`config.mk`:
```
export PLATFORM = sky130hd
export DESIGN_NAME = tx_ring_buffer_dma_chunker
export DESIGN_NICKNAME = d
export VERILOG_FILES = /design/src/rtl/txrb_pkg.sv /design/src/rtl/txrb_ring.sv /design/src/rtl/txrb_ctrl.sv /design/src/rtl/tx_ring_buffer_dma_chunker.sv
export SDC_FILE = /design/constraint.sdc
export NUM_CORES = 2
export LEC_CHECK = 0
export BUFFER_PORTS_ARGS = -buffer_cell sky130_fd_sc_hd__buf_2
export CORE_UTILIZATION = 30
export DETAILED_ROUTE_END_ITERATION = 10
export SYNTH_ARGS = -nofsm -noshare
export SYNTH_HDL_FRONTEND = slang
export SYNTH_SLANG_ARGS = --single-unit
```
`constraint.sdc`:
```
create_clock -name clk -period 7.5 [get_ports clk]
set_clock_uncertainty 0.05 [all_clocks]
set_input_delay 0 -clock clk [delete_from_list [all_inputs] [get_ports clk]]
set_output_delay 0 -clock clk [all_outputs]
set_load 0.02 [all_outputs]
```
`src/rtl/txrb_pkg.sv`:
```
`default_nettype none

package txrb_pkg;

  // Item kinds on the input channel; the fourth code is unused and does nothing.
  localparam logic [1:0] KIND_PUSH  = 2'd0;
  localparam logic [1:0] KIND_DONE  = 2'd1;
  localparam logic [1:0] KIND_FETCH = 2'd2;

  // One input transfer.
  typedef struct packed {
    logic [1:0] kind;
    logic [7:0] data_byte;
    logic       last_of_call;
    logic [7:0] fetch_offset;
  } item_t;

  // One result transfer.
  typedef struct packed {
    logic       accepted;
    logic [7:0] call_accepted_count;
    logic       start_valid;
    logic [7:0] start_offset;
    logic [7:0] start_length;
    logic [7:0] fetched_byte;
  } result_t;

  // Result of the control logic; the fetched byte comes later from the ring read port.
  typedef struct packed {
    logic       accepted;
    logic [7:0] call_accepted_count;
    logic       start_valid;
    logic [7:0] start_offset;
    logic [7:0] start_length;
    logic       is_fetch;
  } ctrl_res_t;

endpackage

`default_nettype wire

```
`src/rtl/txrb_ring.sv`:
```
`default_nettype none

module txrb_ring #(
  parameter int RING_DEPTH = 256,
  parameter int AW         = 8
) (
  input  wire logic          clk,
  input  wire logic          wr_en,
  input  wire logic [AW-1:0] wr_addr,
  input  wire logic [7:0]    wr_data,
  input  wire logic          rd_en,
  input  wire logic [AW-1:0] rd_addr,
  output logic      [7:0]    rd_data
);

  logic [7:0] mem [RING_DEPTH];

  // One write port and one registered read port.
  always_ff @(posedge clk) begin
    if (wr_en) begin
      mem[wr_addr] <= wr_data;
    end
    if (rd_en) begin
      rd_data <= mem[rd_addr];
    end
  end

endmodule

`default_nettype wire

```
`src/rtl/txrb_ctrl.sv`:
```
`default_nettype none

module txrb_ctrl #(
  parameter int RING_DEPTH = 256,
  parameter int AW         = 8
) (
  input  wire logic              clk,
  input  wire logic              rst,
  input  wire logic              fire,
  input  wire txrb_pkg::item_t   item,
  output txrb_pkg::ctrl_res_t    res,
  output logic                   wr_en,
  output logic      [AW-1:0]     wr_addr,
  output logic      [7:0]        wr_data,
  output logic      [AW-1:0]     rd_addr
);

  import txrb_pkg::*;

  localparam logic [AW:0]   DEPTH_W = (AW+1)'(RING_DEPTH);
  localparam logic [AW:0]   FULL_W  = (AW+1)'(RING_DEPTH - 1);
  localparam logic [AW-1:0] LAST_IX = AW'(RING_DEPTH - 1);

  logic [AW-1:0] read_pointer, write_pointer, chunk_in_flight;
  logic [7:0]    call_count;
  logic          call_open, call_blocked;

  logic [AW-1:0] read_pointer_next, write_pointer_next, chunk_in_flight_next;
  logic [7:0]    call_count_next;
  logic          call_open_next, call_blocked_next;

  logic [AW:0]   used;
  logic          full, open_now, blocked_eff, store;
  logic [AW-1:0] wp_inc;
  logic [7:0]    cnt_base;
  logic [AW:0]   rp_sum;
  logic [AW-1:0] rp_adv;
  logic [AW-1:0] fetch_mod [256];

  // Chunk length from the read offset up to the write pointer or the ring end.
  function automatic logic [AW-1:0] chunk_len(input logic [AW-1:0] r, input logic [AW-1:0] w);
    logic [AW:0] len;
    if (r < w) begin
      len = {1'b0, w} - {1'b0, r};
    end else begin
      len = DEPTH_W - {1'b0, r};
    end
    return len[AW-1:0];
  endfunction

  // Fetch offsets reduced into the ring, as a constant table.
  for (genvar g = 0; g < 256; g++) begin : g_fetch_mod
    assign fetch_mod[g] = AW'(g % RING_DEPTH);
  end

  assign rd_addr = fetch_mod[item.fetch_offset];

  // Fill level and pointer arithmetic with wrap.
  always_comb begin
    used     = {1'b0, write_pointer} - {1'b0, read_pointer}
             + ((write_pointer < read_pointer) ? DEPTH_W : '0);
    full     = (used == FULL_W);
    wp_inc   = (write_pointer == LAST_IX) ? '0 : write_pointer + AW'(1);
    rp_sum   = {1'b0, read_pointer} + {1'b0, chunk_in_flight};
    rp_adv   = (rp_sum >= DEPTH_W) ? AW'(rp_sum - DEPTH_W) : rp_sum[AW-1:0];
    open_now    = !call_open;
    blocked_eff = open_now ? full : call_blocked;
    store       = !blocked_eff && !full;
    cnt_base    = open_now ? 8'd0 : call_count;
  end

  // Per-item state update and result.
  always_comb begin
    read_pointer_next    = read_pointer;
    write_pointer_next   = write_pointer;
    chunk_in_flight_next = chunk_in_flight;
    call_count_next      = call_count;
    call_open_next       = call_open;
    call_blocked_next    = call_blocked;
    res     = '0;
    wr_en   = 1'b0;
    wr_addr = write_pointer;
    wr_data = item.data_byte;
    unique case (item.kind)
      KIND_PUSH: begin
        wr_en                   = fire && store;
        res.accepted            = store;
        call_count_next         = cnt_base + 8'(store);
        res.call_accepted_count = call_count_next;
        if (store) begin
          write_pointer_next = wp_inc;
        end
        if (item.last_of_call) begin
          call_open_next    = 1'b0;
          call_blocked_next = 1'b0;
          if (!blocked_eff && chunk_in_flight == '0
              && read_pointer != write_pointer_next) begin
            chunk_in_flight_next = chunk_len(read_pointer, write_pointer_next);
            res.start_valid      = 1'b1;
            res.start_offset     = 8'(read_pointer);
            res.start_length     = 8'(chunk_in_flight_next);
          end
        end else begin
          call_open_next    = 1'b1;
          call_blocked_next = blocked_eff;
        end
      end
      KIND_DONE: begin
        if (chunk_in_flight != '0) begin
          read_pointer_next    = rp_adv;
          chunk_in_flight_next = '0;
          if (rp_adv != write_pointer) begin
            chunk_in_flight_next = chunk_len(rp_adv, write_pointer);
            res.start_valid      = 1'b1;
            res.start_offset     = 8'(rp_adv);
            res.start_length     = 8'(chunk_in_flight_next);
          end
        end
      end
      KIND_FETCH: begin
        res.is_fetch = 1'b1;
      end
      default: begin
      end
    endcase
  end

  // State registers advance once per processed item.
  always_ff @(posedge clk) begin
    if (rst) begin
      read_pointer    <= '0;
      write_pointer   <= '0;
      chunk_in_flight <= '0;
      call_count      <= '0;
      call_open       <= 1'b0;
      call_blocked    <= 1'b0;
    end else if (fire) begin
      read_pointer    <= read_pointer_next;
      write_pointer   <= write_pointer_next;
      chunk_in_flight <= chunk_in_flight_next;
      call_count      <= call_count_next;
      call_open       <= call_open_next;
      call_blocked    <= call_blocked_next;
    end
  end

endmodule

`default_nettype wire

```
`src/rtl/tx_ring_buffer_dma_chunker.sv`:
```
`default_nettype none

// Transmit byte ring that hands contiguous chunks to a DMA engine. Each input
// transfer is a push, a chunk-done event or a fetch, and gives exactly one result
// transfer. The block takes one item per clock cycle while the result side is not
// stalled. Each item is held in the input register, then the control logic and
// the ring's single write port and registered read port feed the result register.
// A stalled result holds the pipeline, and item_ready then falls. The ring store
// has no reset; fetching an entry that was never written returns an undefined
// byte. Pointers and chunk lengths are reported in their low 8 bits.
module tx_ring_buffer_dma_chunker #(
  parameter int RING_DEPTH = 256
) (
  input  wire logic              clk,
  input  wire logic              rst,
  input  wire logic              item_valid,
  output logic                   item_ready,
  input  wire txrb_pkg::item_t   item,
  output logic                   result_valid,
  input  wire logic              result_ready,
  output txrb_pkg::result_t      result
);

  import txrb_pkg::*;

  localparam int AW = $clog2(RING_DEPTH);

  item_t         s1_item;
  logic          s1_valid;
  ctrl_res_t     out_q;
  ctrl_res_t     ctrl_res;
  logic          out_load, fire;
  logic          wr_en;
  logic [AW-1:0] wr_addr, rd_addr;
  logic [7:0]    wr_data, rd_data;

  // Pipeline flow control.
  assign out_load   = !result_valid || result_ready;
  assign fire       = s1_valid && out_load;
  assign item_ready = !s1_valid || out_load;

  always_ff @(posedge clk) begin
    if (rst) begin
      s1_valid     <= 1'b0;
      result_valid <= 1'b0;
    end else begin
      if (item_ready) begin
        s1_valid <= item_valid;
      end
      if (out_load) begin
        result_valid <= s1_valid;
      end
    end
  end

  // Payload registers.
  always_ff @(posedge clk) begin
    if (item_ready && item_valid) begin
      s1_item <= item;
    end
    if (fire) begin
      out_q <= ctrl_res;
    end
  end

  txrb_ctrl #(
    .RING_DEPTH(RING_DEPTH),
    .AW        (AW)
  ) u_ctrl (
    .clk    (clk),
    .rst    (rst),
    .fire   (fire),
    .item   (s1_item),
    .res    (ctrl_res),
    .wr_en  (wr_en),
    .wr_addr(wr_addr),
    .wr_data(wr_data),
    .rd_addr(rd_addr)
  );

  txrb_ring #(
    .RING_DEPTH(RING_DEPTH),
    .AW        (AW)
  ) u_ring (
    .clk    (clk),
    .wr_en  (wr_en),
    .wr_addr(wr_addr),
    .wr_data(wr_data),
    .rd_en  (fire),
    .rd_addr(rd_addr),
    .rd_data(rd_data)
  );

  // Assemble the result; the fetched byte is zero for kinds other than fetch.
  always_comb begin
    result.accepted            = out_q.accepted;
    result.call_accepted_count = out_q.call_accepted_count;
    result.start_valid         = out_q.start_valid;
    result.start_offset        = out_q.start_offset;
    result.start_length        = out_q.start_length;
    result.fetched_byte        = out_q.is_fetch ? rd_data : 8'd0;
  end

endmodule

`default_nettype wire
```
# Yosys cells after proc, flatten, opt, wreduce, memory -nomap -nowiden
# Memories as Yosys holds them, arrays and structs flattened. A register that Yosys moved wholly into a read port is not among the register bits.
# Cells that the tools add are included.
# totals
word_cells	92
out_inout_bits	36
mem_bits_rw	2048
ff_bits	82
memories	2
rom_bits	2048
# mem_list
name	depth	width	rd	rd_ports_with_merged_regs	write_ports	line	source
(no name shown)	256	8	1	0	0	txrb_ctrl.sv:56	assign rd_addr = fetch_mod[item.fetch_offset];
u_ring.mem	256	8	1	1	1	txrb_ring.sv:16	logic [7:0] mem [RING_DEPTH];
# classes
bitwise_logic	1
order_cmp	5
n_mux	28
addsub	10
n_eq_ne	9
reduce_logical	19
# op_table
op	count
$mux W8	14
$mux W17	4
$pmux W17 S2	1
$lt A8 B8 Y1	3
$ge A9 B9 Y1 const B	2
$ne A8 B8 Y1	2
$pmux W8 S2	1
$sub A1 B8 Y8 const A	2
$sub A8 B8 Y8	2
$add A8 B8 Y9	1
$add A9 B9 Y9	1
$eq A9 B8 Y1 const B	1
$mux W9	1
$not A8 Y9	1
$sub A8 B8 Y9	1
$add A8 B1 Y8	1
$add A8 B1 Y8 const B	1
$eq A8 B8 Y1 const B	1
$logic_not A8 Y1	1
$reduce_bool A8 Y1	1
$sub A8 B1 Y8 const B	1
$mux W1	7
$logic_and A1 B1 Y1	6
$reduce_and A5 Y1	1
10 further kinds	15

# Logic depth before layout (Yosys ltp)
# depth
ltp_word	14
ltp_mapped	21
ltp_nobuf	19

# Cells and area by module
# A second synthesis with hierarchy kept.
# hier_totals
cells_unflattened	4355
area_unflattened_um2	85343.1
# modules_own_cells
module	seq_area_each_um2	area_per_inst_um2	cells_per_inst	n_inst
txrb_ring	61739.2	79636.4	3733	1
txrb_ctrl	680.7	3976.3	532	1
tx_ring_buffer_dma_chunker	1421.4	1730.4	90	1

# Worst setup path after synthesis
# OpenSTA, ideal clock, no wires.
# synth_path
path_kind	flip-flop to flip-flop
from	register u_ctrl.write_pointer[0], in the netlist u_ctrl.wr_addr[0]
to	register out_q, in the netlist result[11] (data pin)
stages_incl_launch_ff	21
t_arrival_ns	4.297
period_less_slack_ns	4.614
setup_slack_ns	2.886
n_path_buf	2
cell_sequence	dfxtp_1 -> inv_1 -> ha_1 -> fa_1 -> nand2b_1 -> a21oi_1 -> o2111ai_1 -> a211o_4 -> nand2_1 -> buf_2 -> inv_1 -> a21oi_1 -> ha_1 -> fa_1 -> nor2b_1 -> o21ai_0 -> a21oi_1 -> o21bai_1 -> clkbuf_1 -> mux2i_1 -> o22ai_2
# synth_lines
element	line	source
start, declared	txrb_ctrl.sv:24	logic [AW-1:0] read_pointer, write_pointer, chunk_in_flight;
start signal, assigned	txrb_ctrl.sv:139	write_pointer <= write_pointer_next;
end signal, assigned	tx_ring_buffer_dma_chunker.sv:62	out_q <= ctrl_res;
end, declared	tx_ring_buffer_dma_chunker.sv:30	ctrl_res_t out_q;

# Worst setup path after layout
# layout_path
from	register u_ctrl.write_pointer[0], in the netlist u_ctrl.wr_addr[0]
to	register u_ctrl.chunk_in_flight[1]
# layout_between
elab_chain_len	14
elab_cells_between_ends	31
classes_between	5 x add/sub; 3 x order compare; 5 x eq/ne; 12 x mux; 6 x reduce/logical
# layout_lines
element	line	source
$lt A8 B8 Y1	txrb_ctrl.sv:61	+ ((write_pointer < read_pointer) ? DEPTH_W : '0);
$mux W9	txrb_ctrl.sv:61	
$add A9 B9 Y9 *	txrb_ctrl.sv:61	
$eq A9 B8 Y1 *	txrb_ctrl.sv:62	full = (used == FULL_W);
$mux W1	txrb_ctrl.sv:67	blocked_eff = open_now ? full : call_blocked;
$logic_not A1 Y1	txrb_ctrl.sv:68	store = !blocked_eff && !full;
$logic_and A1 B1 Y1 *	txrb_ctrl.sv:68	
via u_ctrl.store	txrb_ctrl.sv:33	logic full, open_now, blocked_eff, store;
$mux W8 *	txrb_ctrl.sv:90	if (store) begin
$mux W8 *	txrb_ctrl.sv:84	unique case (item.kind)
$sub A8 B8 Y8 / $lt A8 B8 Y1 (equally long branches)	txrb_ctrl.sv:44, txrb_ctrl.sv:43	
$mux W8	txrb_ctrl.sv:43	if (r < w) begin
$mux W8	txrb_ctrl.sv:96	if (!blocked_eff && chunk_in_flight == '0
$mux W8	txrb_ctrl.sv:93	if (item.last_of_call) begin
$pmux W8 S2	txrb_ctrl.sv:84	
end signal, assigned	txrb_ctrl.sv:140	chunk_in_flight <= chunk_in_flight_next;
end, declared	txrb_ctrl.sv:24	
# The timed path passes the listed nets; every way through them passes the cells marked *. The select of a mux whose other input is x is not followed.
# A chain may end at the register's enable or synchronous reset.

==> flow_summary.json <==
{
  "area_delta_synth_final_pct": 14.5,
  "slew_violations": 0,
  "path_clk_slew_ps": 60,
  "finalSetupViolations": 0,
  "first_pass_iters": 5,
  "fp.dieW_um": 534,
  "regArea_mm2": 0.0638,
  "hp-class": "in2reg",
  "syn_avg_cell_area_um2": 21.8,
  "clk_latency_ps": 880,
  "port_buffers": 58,
  "nets": 4167,
  "worstReg2RegStart": "u_ctrl.wr_addr[0]",
  "rows": 194,
  "grt_overflow_total": 0,
  "grt_busiest_layer": "met2",
  "pre_cts_slack_ps": 1900,
  "hold_viol_final": 0,
  "worstPathArrival_ps": 6430,
  "cp_max_fo": 13,
  "start_util_pct": 30.3,
  "reg2reg_slack_ps": 1730,
  "fillerInstances": 25800,
  "p_per_area_mw_per_mm2": 257,
  "grt_max_degree": 213,
  "ioPinCount": 59,
  "ant_nets": 0,
  "synth_edf_count": 2102,
  "rsz0062_at_grt": "false",
  "antenna_found_initial": 2,
  "layout_common_cells": "edfxtp_1, mux4_2, nor2_1, clkbuf_16, buf_4",
  "min_from": "rst",
  "synth_cells": 3899,
  "grtUsageMet2_pct": 24.0,
  "grt_pass1_vias": 41400,
  "fin_cells": 8010,
  "async_reset_ff_share_pct": 0,
  "cts_setup_buffers": 0,
  "regToRegEndpoint": "u_ctrl.chunk_in_flight[1]",
  "die_y_um": 534,
  "syn_area_mm2": 0.0849,
  "vias": 39900,
  "required_ps": 8160,
  "vias_per_cell": 4.99,
  "max_freq_mhz": 173,
  "p_leak_nw": 29.6,
  "cp-end-kind": "flop",
  "cts.sinks": 2138,
  "grt_pass1_wl_um": 299000,
  "yosysWarnings": 0,
  "fin_tns_setup_ps": 0,
  "root_buffer": "clkbuf_16",
  "post-route-min-period_ps": 5770,
  "hold_path_depth": 3,
  "cts_buffers": 213,
  "yosysTopAreaCellShare_pct": 74.4,
  "drc": 0,
  "drive_gt1_share_pct": 27.2,
  "status": "finished clean",
  "synth_flop_cell": "edfxtp_1",
  "crit_type": "reg2reg",
  "fin_crit_sh_pct": 77.0,
  "dp.cells": 7563,
  "post-dp-hpwl_um": 123000,
  "ff2ff_path_depth": 19,
  "die-area_mm2": 0.285,
  "wl_um": 206000,
  "tightest_slew_ps": 1260,
  "holdPathEnd": "u_ctrl.call_count[2]",
  "wire_per_inst_um": 25.7,
  "final_common_cell": "edfxtp_1",
  "track_usage_pct": 14.3,
  "synth.ff_latch_count": 2138,
  "core_area_mm2": 0.280,
  "multi_input_area_mm2": 0.0198,
  "gr-usage-met3_pct": 2.50,
  "maxCapViolCount": 0,
  "synth_seq_area_share_pct": 75.2,
  "maxSlewHeadroom_pct": 15.6,
  "grtUsageMet1_pct": 19.0,
  "postSynthNetCount": 3966,
  "crit_path_start_kind": "flop",
  "htree_levels": 4,
  "yosysTopAreaCell": "edfxtp_1",
  "cts_buffer_depth": 3,
  "post_cts_resized": 0,
  "yosys-top-cells-area": "edfxtp_1, mux4_2, nor2_1, mux2i_1, dfxtp_1",
  "drt_iter0_drc": 3863,
  "final.setup.worst_slack_ps": 1730,
  "ys_types": 67,
  "ir_drop_v": 0.000217,
  "cts_tree": "yes",
  "gp_congestion": 0.850
}
per-layer routing:
layer | routed length [um] | part of all wire, %
met1 | 85100 | 41
met2 | 103000 | 50
met3 | 12100 | 5.9
met4 | 5250 | 2.6
met5 | 0 | 0
layout make-up:
class                           instances  share of cell area [%]
Antenna cell                            3                 0.00773
Multi-Input combinational cell       1490                    20.4
Tap cell                             3724                    4.80
Sequential cell                      2138                    65.7
Timing Repair Buffer                  226                    1.90
Clock inverter                        132                    1.38
Inverter                               31                   0.120
Clock buffer                          266                    5.71
worst max-delay path, stage by stage (launching register included):
cell	delay, ps
dfxtp_1	460
inv_1	180
ha_1	250
fa_1	450
nand2b_1	200
a21oi_1	180
o2111ai_1	200
a211o_4	410
nand2_1	270
inv_1	190
a21oi_1	300
ha_1	230
fa_1	230
nor2b_1	60
o21ai_0	260
a21oi_1	110
o21bai_1	910
mux2i_1	340
a2bb2oi_1	100
a211oi_1	270
flip-flops by register name, summed over array words and instances (netlist names), 8 cells and up:
signal                  count
u_ctrl.read_pointer         8
u_ctrl.chunk_in_flight      8
u_ctrl.call_count           8
result                     26
s1_item                    19
u_ring.mem               2048
u_ring.rd_data              8
u_ctrl.wr_addr              8
through the flow:
step | instance area [um2] | util [%] | total power (W) | hold WS [ps]
floorplan | 84900 | - | 0.0143 | 48.9
global placement | 89800 | 32.0 | 0.0147 | 129
detailed placement | 89800 | 32.0 | 0.0148 | 128
CTS | 97200 | 34.7 | 0.0251 | 167
global route | 97200 | 34.7 | 0.0256 | 234
finish | 97200 | 34.7 | 0.0250 | 233
worst max-delay path by stage:
| stage | from | end | slack (ps) | depth (start not counted) |
|---|---|---|---|---|
| detailed placement | u_ctrl.wr_addr[0] | u_ctrl.chunk_in_flight[2] | 1900 | 19 |
| finish | u_ctrl.wr_addr[0] | u_ctrl.chunk_in_flight[1] | 1730 | 19 |
| global route | u_ctrl.wr_addr[0] | u_ctrl.chunk_in_flight[2] | 1350 | 19 |
| CTS | u_ctrl.wr_addr[0] | u_ctrl.chunk_in_flight[2] | 1880 | 19 |
| floorplan | u_ctrl.wr_addr[0] | result[11] | 2890 | 20 |
| global placement | u_ctrl.wr_addr[0] | u_ctrl.chunk_in_flight[4] | 2000 | 19 |
synth_stat cells, types with 4 or more instances:
| master | n |
|---|---|
| o211a_1 | 5 |
| o31ai_1 | 4 |
| and3_1 | 5 |
| nor3_1 | 65 |
| a211o_1 | 5 |
| o22ai_2 | 9 |
| nor2b_1 | 16 |
| buf_1 | 42 |
| buf_2 | 58 |
| ha_1 | 40 |
| a21oi_1 | 25 |
| nand2_1 | 48 |
| xor2_1 | 11 |
| nand4_1 | 14 |
| o21a_1 | 8 |
| nand3_1 | 26 |
| dfxtp_1 | 36 |
| or2_2 | 7 |
| o211ai_1 | 7 |
| a22oi_1 | 39 |
| buf_4 | 37 |
| buf_6 | 5 |
| a31oi_1 | 4 |
| inv_1 | 31 |
| nor4_1 | 6 |
| fa_1 | 4 |
| nor3b_1 | 6 |
| a21o_1 | 5 |
| and2_1 | 17 |
| or3_1 | 4 |
| and4_1 | 8 |
| xnor2_1 | 22 |
| nand2b_1 | 4 |
| mux2i_1 | 77 |
| nand3_2 | 4 |
| nor2_1 | 282 |
| a211oi_1 | 13 |
| mux4_2 | 640 |
| clkbuf_1 | 98 |
| edfxtp_1 | 2102 |
| o21ai_0 | 19 |
kinds of logic after synthesis:
kind of cell,synth area share (%)
and+or+nand+nor,2.82
adders and majority gates,0.684
buffers and inverters,1.49
muxes,17.9
xor gates and xnor gates,0.369
AOI/OAI and AO/OA,1.53
DFF,75.2
where the power goes:
group	leakage [nW]	switching (W)	internal [W]	total [W]
clock	3.33	0.00460	0.00584	0.0104
combinational	7.08	0.000816	0.000518	0.00133
sequential	19.2	0.0000264	0.0131	0.0132
what timing repair did:
item | 4_1_cts | 5_1_grt
setup endpoints to repair | 0 | 0
endpoints found under the hold margin | 74 | 0
hold buffers | 46 | 0
Note: power is estimated with default switching activity, not from simulation.
